==> src/hdl/ptc_pkg.sv <==
// Shared types and constants for the PMBus telemetry converter.
// Depends on nothing; used by every module of the converter.
`timescale 1ns / 1ps

package ptc_pkg;

	// Scale factors: mV and mA use x1000, centidegrees use x100
	localparam logic [9:0] VOUT_SCALE = 10'd1000;
	localparam logic [9:0] IOUT_SCALE = 10'd1000;
	localparam logic [6:0] TEMP_SCALE = 7'd100;

	// Power rounding and saturation: mw = (mv * ma + 500) / 1000
	localparam logic [47:0] PWR_BIAS  = 48'd500;
	localparam logic [47:0] PWR_LIMIT = 48'd4294967296000;  // 1000 * 2^32

	// Reciprocal of 125 for a 39-bit dividend, scaled by 2^46
	localparam int          PWR_SHIFT = 46;
	localparam logic [39:0] PWR_RECIP = 40'(((64'd1 << 46) + 64'd124) / 64'd125);

	// Saturation values
	localparam logic [15:0]        MV_MAX = 16'hFFFF;
	localparam logic [30:0]        MA_MAX = 31'h7FFF_FFFF;
	localparam logic [31:0]        MW_MAX = 32'hFFFF_FFFF;
	localparam logic signed [15:0] TC_MAX = 16'sh7FFF;
	localparam logic signed [15:0] TC_MIN = 16'sh8000;

	// One raw telemetry set
	typedef struct packed {
		logic [7:0]  operation_byte;
		logic [7:0]  vmode_byte;
		logic [15:0] vout_word;
		logic [15:0] iout_word;
		logic [15:0] temp_word;
		logic [15:0] status_in;
	} ptc_in_t;

	// One set of engineering values
	typedef struct packed {
		logic [15:0]        vout_millivolts;
		logic [30:0]        iout_milliamps;
		logic [31:0]        power_milliwatts;
		logic signed [15:0] temp_centidegrees;
		logic [15:0]        status_out;
		logic               output_enabled;
	} ptc_out_t;

	// Decoded and clamped values handed from decode to power stages
	typedef struct packed {
		logic [15:0]        mv;
		logic [30:0]        ma;
		logic signed [15:0] tc;
		logic [15:0]        status;
		logic               en;
	} ptc_dec_t;

endpackage

==> src/hdl/ptc_linear_decode.sv <==
// LINEAR16 / LINEAR11 decode: scale multiply, then rounding shift and clamp.
// Two pipeline stages; depends on ptc_pkg.
`timescale 1ns / 1ps

module ptc_linear_decode (
	input  logic             clk,
	input  logic             arst_n,
	input  logic             up_valid,
	output logic             up_ready,
	input  ptc_pkg::ptc_in_t up_data,
	output logic             dn_valid,
	input  logic             dn_ready,
	output ptc_pkg::ptc_dec_t dn_data
);

	// Stage 1 registers: scaled magnitudes and exponents
	logic        valid_s1;
	logic [25:0] vprod_s1;
	logic [4:0]  vexp_s1;
	logic [19:0] iprod_s1;
	logic [4:0]  iexp_s1;
	logic        ineg_s1;
	logic [16:0] tprod_s1;
	logic [4:0]  texp_s1;
	logic        tneg_s1;
	logic [15:0] status_s1;
	logic        en_s1;

	// Stage 2 registers: clamped results
	logic              valid_s2;
	ptc_pkg::ptc_dec_t dec_s2;

	logic ready_s1;
	logic ready_s2;

	// Per-stage flow control: a stage takes a beat when empty or draining
	assign ready_s2 = !valid_s2 || dn_ready;
	assign ready_s1 = !valid_s1 || ready_s2;
	assign up_ready = ready_s1;

	// Stage 1: split LINEAR11 words, take magnitudes, multiply by scale
	logic        ineg_c, tneg_c;
	logic [11:0] imag_c, tmag_c;
	logic [20:0] iprod_c;
	logic [17:0] tprod_c;
	logic [25:0] vprod_c;

	always_comb begin
		ineg_c  = up_data.iout_word[10];
		tneg_c  = up_data.temp_word[10];
		imag_c  = ineg_c ? (12'h800 - {1'b0, up_data.iout_word[10:0]})
		                 : {1'b0, up_data.iout_word[10:0]};
		tmag_c  = tneg_c ? (12'h800 - {1'b0, up_data.temp_word[10:0]})
		                 : {1'b0, up_data.temp_word[10:0]};
		vprod_c = up_data.vout_word * ptc_pkg::VOUT_SCALE;
		iprod_c = imag_c[10:0] * ptc_pkg::IOUT_SCALE;
		tprod_c = tmag_c[10:0] * ptc_pkg::TEMP_SCALE;
	end

	always_ff @(posedge clk or negedge arst_n) begin
		if (!arst_n) begin
			valid_s1 <= 1'b0;
		end else if (ready_s1) begin
			valid_s1 <= up_valid;
		end
	end

	always_ff @(posedge clk) begin
		if (ready_s1 && up_valid) begin
			vprod_s1  <= vprod_c;
			vexp_s1   <= up_data.vmode_byte[4:0];
			iprod_s1  <= iprod_c[19:0];
			iexp_s1   <= up_data.iout_word[15:11];
			ineg_s1   <= ineg_c;
			tprod_s1  <= tprod_c[16:0];
			texp_s1   <= up_data.temp_word[15:11];
			tneg_s1   <= tneg_c;
			status_s1 <= up_data.status_in;
			en_s1     <= up_data.operation_byte[7];
		end
	end

	// Stage 2: apply exponent (rounding right shift or left shift), clamp
	logic [4:0]  vsh, ish, tsh;
	logic [26:0] vrnd;
	logic [41:0] vlft;
	logic        vsat;
	logic [20:0] irnd;
	logic [34:0] ilft, imag;
	logic [17:0] trnd;
	logic [31:0] tlft, tmag;
	ptc_pkg::ptc_dec_t dec_c;

	always_comb begin
		// right shift amounts for negative exponents, 1..16
		vsh = 5'(6'd32 - {1'b0, vexp_s1});
		ish = 5'(6'd32 - {1'b0, iexp_s1});
		tsh = 5'(6'd32 - {1'b0, texp_s1});

		// voltage: half of the divisor is added before the shift
		vrnd = (27'(vprod_s1) + (27'd1 << (vsh - 5'd1))) >> vsh;
		vlft = 42'(vprod_s1) << vexp_s1[3:0];
		vsat = vexp_s1[4] ? (|vrnd[26:16]) : (|vlft[41:16]);

		// current magnitude, rounded half up
		irnd = (21'(iprod_s1) + (21'd1 << (ish - 5'd1))) >> ish;
		ilft = 35'(iprod_s1) << iexp_s1[3:0];
		imag = iexp_s1[4] ? 35'(irnd) : ilft;

		// temperature magnitude, rounded half up
		trnd = (18'(tprod_s1) + (18'd1 << (tsh - 5'd1))) >> tsh;
		tlft = 32'(tprod_s1) << texp_s1[3:0];
		tmag = texp_s1[4] ? 32'(trnd) : tlft;

		dec_c.mv = vsat ? ptc_pkg::MV_MAX : (vexp_s1[4] ? vrnd[15:0] : vlft[15:0]);

		// negative current clamps to zero
		if (ineg_s1) begin
			dec_c.ma = '0;
		end else if (|imag[34:31]) begin
			dec_c.ma = ptc_pkg::MA_MAX;
		end else begin
			dec_c.ma = imag[30:0];
		end

		// reapply sign, clamp to int16
		if (tneg_s1) begin
			if (tmag > 32'd32768) begin
				dec_c.tc = ptc_pkg::TC_MIN;
			end else begin
				dec_c.tc = 16'(~tmag[15:0] + 16'd1);
			end
		end else if (tmag > 32'd32767) begin
			dec_c.tc = ptc_pkg::TC_MAX;
		end else begin
			dec_c.tc = tmag[15:0];
		end

		dec_c.status = status_s1;
		dec_c.en     = en_s1;
	end

	always_ff @(posedge clk or negedge arst_n) begin
		if (!arst_n) begin
			valid_s2 <= 1'b0;
		end else if (ready_s2) begin
			valid_s2 <= valid_s1;
		end
	end

	always_ff @(posedge clk) begin
		if (ready_s2 && valid_s1) begin
			dec_s2 <= dec_c;
		end
	end

	assign dn_valid = valid_s2;
	assign dn_data  = dec_s2;

endmodule

==> src/hdl/ptc_power_calc.sv <==
// Power in mW: voltage times current, rounded divide by 1000, saturate.
// Three pipeline stages, reciprocal multiply in partial products; depends on ptc_pkg.
`timescale 1ns / 1ps

module ptc_power_calc (
	input  logic              clk,
	input  logic              arst_n,
	input  logic              up_valid,
	output logic              up_ready,
	input  ptc_pkg::ptc_dec_t up_data,
	output logic              dn_valid,
	input  logic              dn_ready,
	output ptc_pkg::ptc_out_t dn_data
);

	logic              valid_s3, valid_s4, valid_s5;
	logic              ready_s3, ready_s4, ready_s5;
	ptc_pkg::ptc_dec_t dec_s3, dec_s4;
	logic [46:0]       prod_s3;
	logic              sat_s4;
	logic [39:0]       pp_ll_s4, pp_lh_s4;
	logic [38:0]       pp_hl_s4, pp_hh_s4;
	ptc_pkg::ptc_out_t res_s5;

	// Per-stage flow control
	assign ready_s5 = !valid_s5 || dn_ready;
	assign ready_s4 = !valid_s4 || ready_s5;
	assign ready_s3 = !valid_s3 || ready_s4;
	assign up_ready = ready_s3;

	always_ff @(posedge clk or negedge arst_n) begin
		if (!arst_n) begin
			valid_s3 <= 1'b0;
			valid_s4 <= 1'b0;
			valid_s5 <= 1'b0;
		end else begin
			if (ready_s3) begin
				valid_s3 <= up_valid;
			end
			if (ready_s4) begin
				valid_s4 <= valid_s3;
			end
			if (ready_s5) begin
				valid_s5 <= valid_s4;
			end
		end
	end

	// Stage 3: 16 x 31 product
	always_ff @(posedge clk) begin
		if (ready_s3 && up_valid) begin
			dec_s3  <= up_data;
			prod_s3 <= up_data.mv * up_data.ma;
		end
	end

	// Stage 4: add rounding bias, saturation check, partial products of
	// (z / 8) * recip(125)
	logic [47:0] z_c;
	logic [38:0] y_c;

	always_comb begin
		z_c = {1'b0, prod_s3} + ptc_pkg::PWR_BIAS;
		y_c = z_c[41:3];
	end

	always_ff @(posedge clk) begin
		if (ready_s4 && valid_s3) begin
			dec_s4   <= dec_s3;
			sat_s4   <= (z_c >= ptc_pkg::PWR_LIMIT);
			pp_ll_s4 <= y_c[19:0]  * ptc_pkg::PWR_RECIP[19:0];
			pp_lh_s4 <= y_c[19:0]  * ptc_pkg::PWR_RECIP[39:20];
			pp_hl_s4 <= y_c[38:20] * ptc_pkg::PWR_RECIP[19:0];
			pp_hh_s4 <= y_c[38:20] * ptc_pkg::PWR_RECIP[39:20];
		end
	end

	// Stage 5: sum partial products, take quotient, assemble result
	logic [78:0] sum_c;
	logic [31:0] mw_c;

	always_comb begin
		sum_c = (79'(pp_hh_s4) << 40)
		      + ((79'(pp_lh_s4) + 79'(pp_hl_s4)) << 20)
		      + 79'(pp_ll_s4);
		mw_c  = sat_s4 ? ptc_pkg::MW_MAX
		               : sum_c[ptc_pkg::PWR_SHIFT +: 32];
	end

	always_ff @(posedge clk) begin
		if (ready_s5 && valid_s4) begin
			res_s5.vout_millivolts   <= dec_s4.mv;
			res_s5.iout_milliamps    <= dec_s4.ma;
			res_s5.power_milliwatts  <= mw_c;
			res_s5.temp_centidegrees <= dec_s4.tc;
			res_s5.status_out        <= dec_s4.status;
			res_s5.output_enabled    <= dec_s4.en;
		end
	end

	assign dn_valid = valid_s5;
	assign dn_data  = res_s5;

endmodule

==> src/hdl/pmbus_telemetry_converter_core.sv <==
// PMBus telemetry converter: raw LINEAR16/LINEAR11 set in, engineering values out.
// Top level; depends on ptc_pkg, ptc_linear_decode and ptc_power_calc.
//
// One telemetry set is accepted per cycle unless a stalled output has filled
// every stage. Two stages decode and clamp voltage, current and temperature,
// three stages form power (product, reciprocal partial products for the
// divide by 1000, final sum). Each stage holds its own valid bit and takes a
// new beat whenever it is empty or its successor takes its beat, so a stalled
// output holds up to five sets without loss and bubbles close up behind it.
// Reset only clears the valid bits; there is no other state.
`timescale 1ns / 1ps

module pmbus_telemetry_converter_core (
	input  logic              clk,
	input  logic              arst_n,
	input  logic              raw_valid,
	output logic              raw_ready,
	input  ptc_pkg::ptc_in_t  raw,
	output logic              eng_valid,
	input  logic              eng_ready,
	output ptc_pkg::ptc_out_t eng
);

	logic              dec_valid;
	logic              dec_ready;
	ptc_pkg::ptc_dec_t dec_data;

	// Decode and clamp the three readings
	ptc_linear_decode u_decode (
		.clk      (clk),
		.arst_n   (arst_n),
		.up_valid (raw_valid),
		.up_ready (raw_ready),
		.up_data  (raw),
		.dn_valid (dec_valid),
		.dn_ready (dec_ready),
		.dn_data  (dec_data)
	);

	// Power and result assembly
	ptc_power_calc u_power (
		.clk      (clk),
		.arst_n   (arst_n),
		.up_valid (dec_valid),
		.up_ready (dec_ready),
		.up_data  (dec_data),
		.dn_valid (eng_valid),
		.dn_ready (eng_ready),
		.dn_data  (eng)
	);

endmodule

==> config.mk <==
export PLATFORM = sky130hd
export DESIGN_NAME = pmbus_telemetry_converter_core
export DESIGN_NICKNAME = d
export VERILOG_FILES = /design/src/hdl/ptc_pkg.sv /design/src/hdl/ptc_linear_decode.sv /design/src/hdl/ptc_power_calc.sv /design/src/hdl/pmbus_telemetry_converter_core.sv
export SDC_FILE = /design/constraint.sdc
export NUM_CORES = 2
export LEC_CHECK = 0
export BUFFER_PORTS_ARGS = -buffer_cell sky130_fd_sc_hd__buf_2
export CAP_MARGIN = 20
export CORE_MARGIN = 2
export CORE_UTILIZATION = 30
export DETAILED_ROUTE_END_ITERATION = 8
export PLACE_DENSITY = 0.49
export SYNTH_ARGS = -nofsm -noshare
export SYNTH_HDL_FRONTEND = slang
export SYNTH_SLANG_ARGS = --single-unit
==> constraint.sdc <==
create_clock -name clk -period 11.8 [get_ports clk]
set_input_delay 0.59 -clock clk [delete_from_list [all_inputs] [get_ports clk]]
set_output_delay 0.59 -clock clk [all_outputs]
set_load 0.02 [all_outputs]
==> flow_metrics.py <==
metrics = {
    "logic_synthesis": {
        "synth_enable_flop_cells": 620,
        "synth_nets": 9308,
        "ys_types": 91,
        "synth-xor-area-share_pct": 4.51,
        "seq_area_frac_synth_pct": 25.0,
        "synthArstFlopShare_pct": 0.800,
        "synth_compound_area_share_pct": 10.1,
        "synth_ff_type": "edfxtp_1",
        "muxShareOfSynthArea_pct": 2.03,
        "yosysWarningCount": 0,
        "synth_area_per_cell_um2": 10.1,
        "syn_area_mm2": 0.0749,
        "yosys.area_share.adder_pct": 39.7,
        "ys_ff_latch": 625,
        "synth-simple-area-share_pct": 11.1,
        "synth_top_family_by_area": "adder cells",
        "synth_cells": 7388,
    },
    "sta": {
        "max_freq_mhz": 106,
        "fin_crit_ns": 9.42,
        "final.period_utilization_pct": 79.8,
        "finalSetupTns_ns": 0,
        "fin_ws_ns": 2.38,
        "slew_headroom_pct": 27.5,
        "hold_violations": 0,
        "setup_viol": 0,
        "worst_slew_pin_slew_ns": 1.09,
        "slew_viol_final": 0,
        "rsz0062_at_grt": "no",
        "skew_ns": 0.0562,
    },
    "global_route": {
        "grt_start_max_net_pins": 127,
        "antenna_found_initial": 3,
        "grt_usage_pct": 16.5,
        "grt_pass1_wl_um": 327000,
        "grt_pass1_vias": 55400,
        "grt_overflow": 0,
    },
    "clocking": {
        "ctsHtreeMaxLevel": 3,
        "cts_buffer_depth": 3,
        "root_buffer": "clkbuf_16",
        "clkLatencyLatePin_ns": 0.75,
        "clkTransAtPathRegs_ns": 0.05,
        "post_cts_buffers": 0,
        "cts_buffers": 81,
        "cts_sinks": 625,
        "tritoncts": "done",
    },
    "routing": {
        "ant_nets": 0,
        "wl_um": 210000,
        "drtPass1Iterations": 5,
        "vias_per_cell": 4.80,
        "vias": 52700,
        "wl_per_cell_um": 19.1,
        "drtIter0Drc": 2959,
        "drc": 0,
    },
    "die": {
        "initial_core_util_pct": 30.2,
        "die_y_um": 504,
        "io_pins": 198,
        "die_area_mm2": 0.254,
        "coreArea_mm2": 0.248,
        "row_count": 183,
        "die_w_um": 504,
    },
    "critical_path": {
        "worstSetupStartpointType": "flop",
        "crit_family": "adder cells",
        "worstSetupPathType": "reg -> reg",
        "cp_max_fo": 7,
        "end_kind": "flop",
        "cp_num_buf_inv": 3,
        "cp_num_cells": 31,
        "arrival_ns": 9.88,
        "cp.required_ns": 12.26,
        "timing.rr.end": "u_power.pp_hl_s4[37]",
        "cp-endpoint": "u_power.pp_hl_s4[37]",
        "cpPeakStageDelay_ns": 0.72,
        "worst_path_max_delay_cell": "a2111oi_0",
        "crit_path_frequent_cell": "fa_1",
        "r2r_slack_ns": 2.38,
        "startpoint": "u_power.prod_s3[2]",
        "ff2ff_path_depth": 31,
        "r2r_start": "u_power.prod_s3[2]",
    },
    "run": {
        "maxCapViolCount": 0,
    },
    "placed_design": {
        "dp_slack_ns": 2.35,
        "dp_hpwl_um": 167000,
        "gp_congestion": 0.927,
        "portBuffers": 187,
    },
    "cells_and_area": {
        "fin_nets": 9504,
        "layout_commonest_cell": "inv_1",
        "layout_common_cells": "inv_1 (1,319), ha_1 (937), fa_1 (899)",
        "drive_gt1_share_pct": 6.77,
        "syn_to_final_growth_pct": 10.9,
    },
    "run_status": {
        "status": "finished, final reports clean",
    },
    "hold_path": {
        "min_path_type": "in -> reg",
        "min_path_cells": 1,
    },
}
-- synthesized netlist by cell type, types with 15 or more instances --
master,n,share of area [%]
and2_1,195,1.6
nand4_1,33,0.28
mux2i_1,99,1.3
a211oi_1,63,0.63
nand3_1,113,0.75
or2_2,26,0.22
a21o_1,139,1.4
a31o_2,18,0.21
a31oi_1,38,0.32
o31ai_1,30,0.30
a21oi_1,332,2.2
nand2_1,610,3.1
ha_1,937,16
a21boi_0,16,0.16
nor3_1,130,0.87
nand2b_1,82,0.68
inv_1,1319,6.6
fa_1,899,24
or3_1,26,0.22
clkbuf_1,179,0.90
o211ai_1,22,0.22
and3_1,55,0.46
xor2_1,101,1.2
xnor2_1,283,3.3
nor4_1,17,0.14
o21bai_1,57,0.57
o22ai_1,27,0.23
mux2_2,27,0.41
nor3b_1,15,0.15
o21a_1,35,0.35
o21ai_0,187,1.2
nor2b_1,42,0.35
nor2_1,352,1.8
edfxtp_1,620,25
-- layer usage --
metal	vias up	GRT usage [%]	part of all wire [%]
met4	0	3.75	2.1
met3	209	2.16	4.1
met1	26300	22.3	46
met5	-	0	0
li1	25100	-	-
met2	1035	27.8	48
-- layout make-up --
type	count	area, um^2
repair buffers	310	1950
well taps	3330	4170
multi-input cells	5238	50500
clock inverters	58	713
flip-flops and latches	625	18700
clock buffers	87	2050
fillers	25400	165000
diodes	1	2.50
inverters	1328	4980
-- sequential cells by signal (all words and copies together) (netlist names), 15 cells and up --
| register | cells |
|---|---|
| u_decode.status_s1 | 16 |
| u_power.pp_hl_s4 | 38 |
| u_power.pp_lh_s4 | 37 |
| u_decode.tprod_s1 | 15 |
| u_power.dn_data | 112 |
| u_power.prod_s3 | 47 |
| u_decode.vprod_s1 | 23 |
| u_decode.iprod_s1 | 17 |
| u_power.dec_s4 | 80 |
| u_power.dec_s3 | 80 |
| u_power.pp_ll_s4 | 21 |
| u_power.pp_hh_s4 | 35 |
| u_decode.dn_data | 80 |
-- stage by stage --
step | std cells | hold WS [ns] | utilization (%) | instance area [um^2]
floorplan | 7388 | 0.294 | - | 74900
global placement | 10800 | 0.400 | 32.2 | 80000
detailed placement | 10800 | 0.405 | 32.2 | 80000
CTS | 11000 | 0.000808 | 33.5 | 83100
global route | 11000 | 0.0245 | 33.5 | 83100
finish | 11000 | 0.0681 | 33.5 | 83100
-- worst register-to-register path, delay by kind of cell, from the launching register on --
kind / cells / cell delay, ns
compound gates: 9 / 2.28
simple gates: 9 / 1.68
xor+xnor: 2 / 0.76
fa+ha+maj: 8 / 3.46
buf+inv: 3 / 0.61
flops: 1 / 0.41
-- worst min path at each step --
stage	end	from
finish	u_decode.status_s1[4]	raw[4]
global route	u_decode.status_s1[4]	raw[4]
CTS	u_decode.status_s1[4]	raw[4]
detailed placement	u_decode.dn_data[2]	u_decode.status_s1[1]
global placement	u_decode.valid_s1	arst_n
floorplan	u_decode.dn_valid	arst_n
-- repair_timing --
| action | in CTS | in global routing |
|---|---|---|
| resized for setup | 0 | 0 |
| hold endpoints to repair | 34 | 0 |
| hold buffers | 30 | 0 |
-- cells by family after synthesis --
family / Yosys count
adders and majority gates: 1836
buffers and inverters: 1525
xor gates and xnor gates: 385
and+or+nand+nor: 1737
DFF: 625
AOI/OAI and AO/OA: 1144
muxes: 136
Power is left out: the tool's default activity adds up to more than one toggle a clock period on the data nets, which glitch-free logic cannot reach.
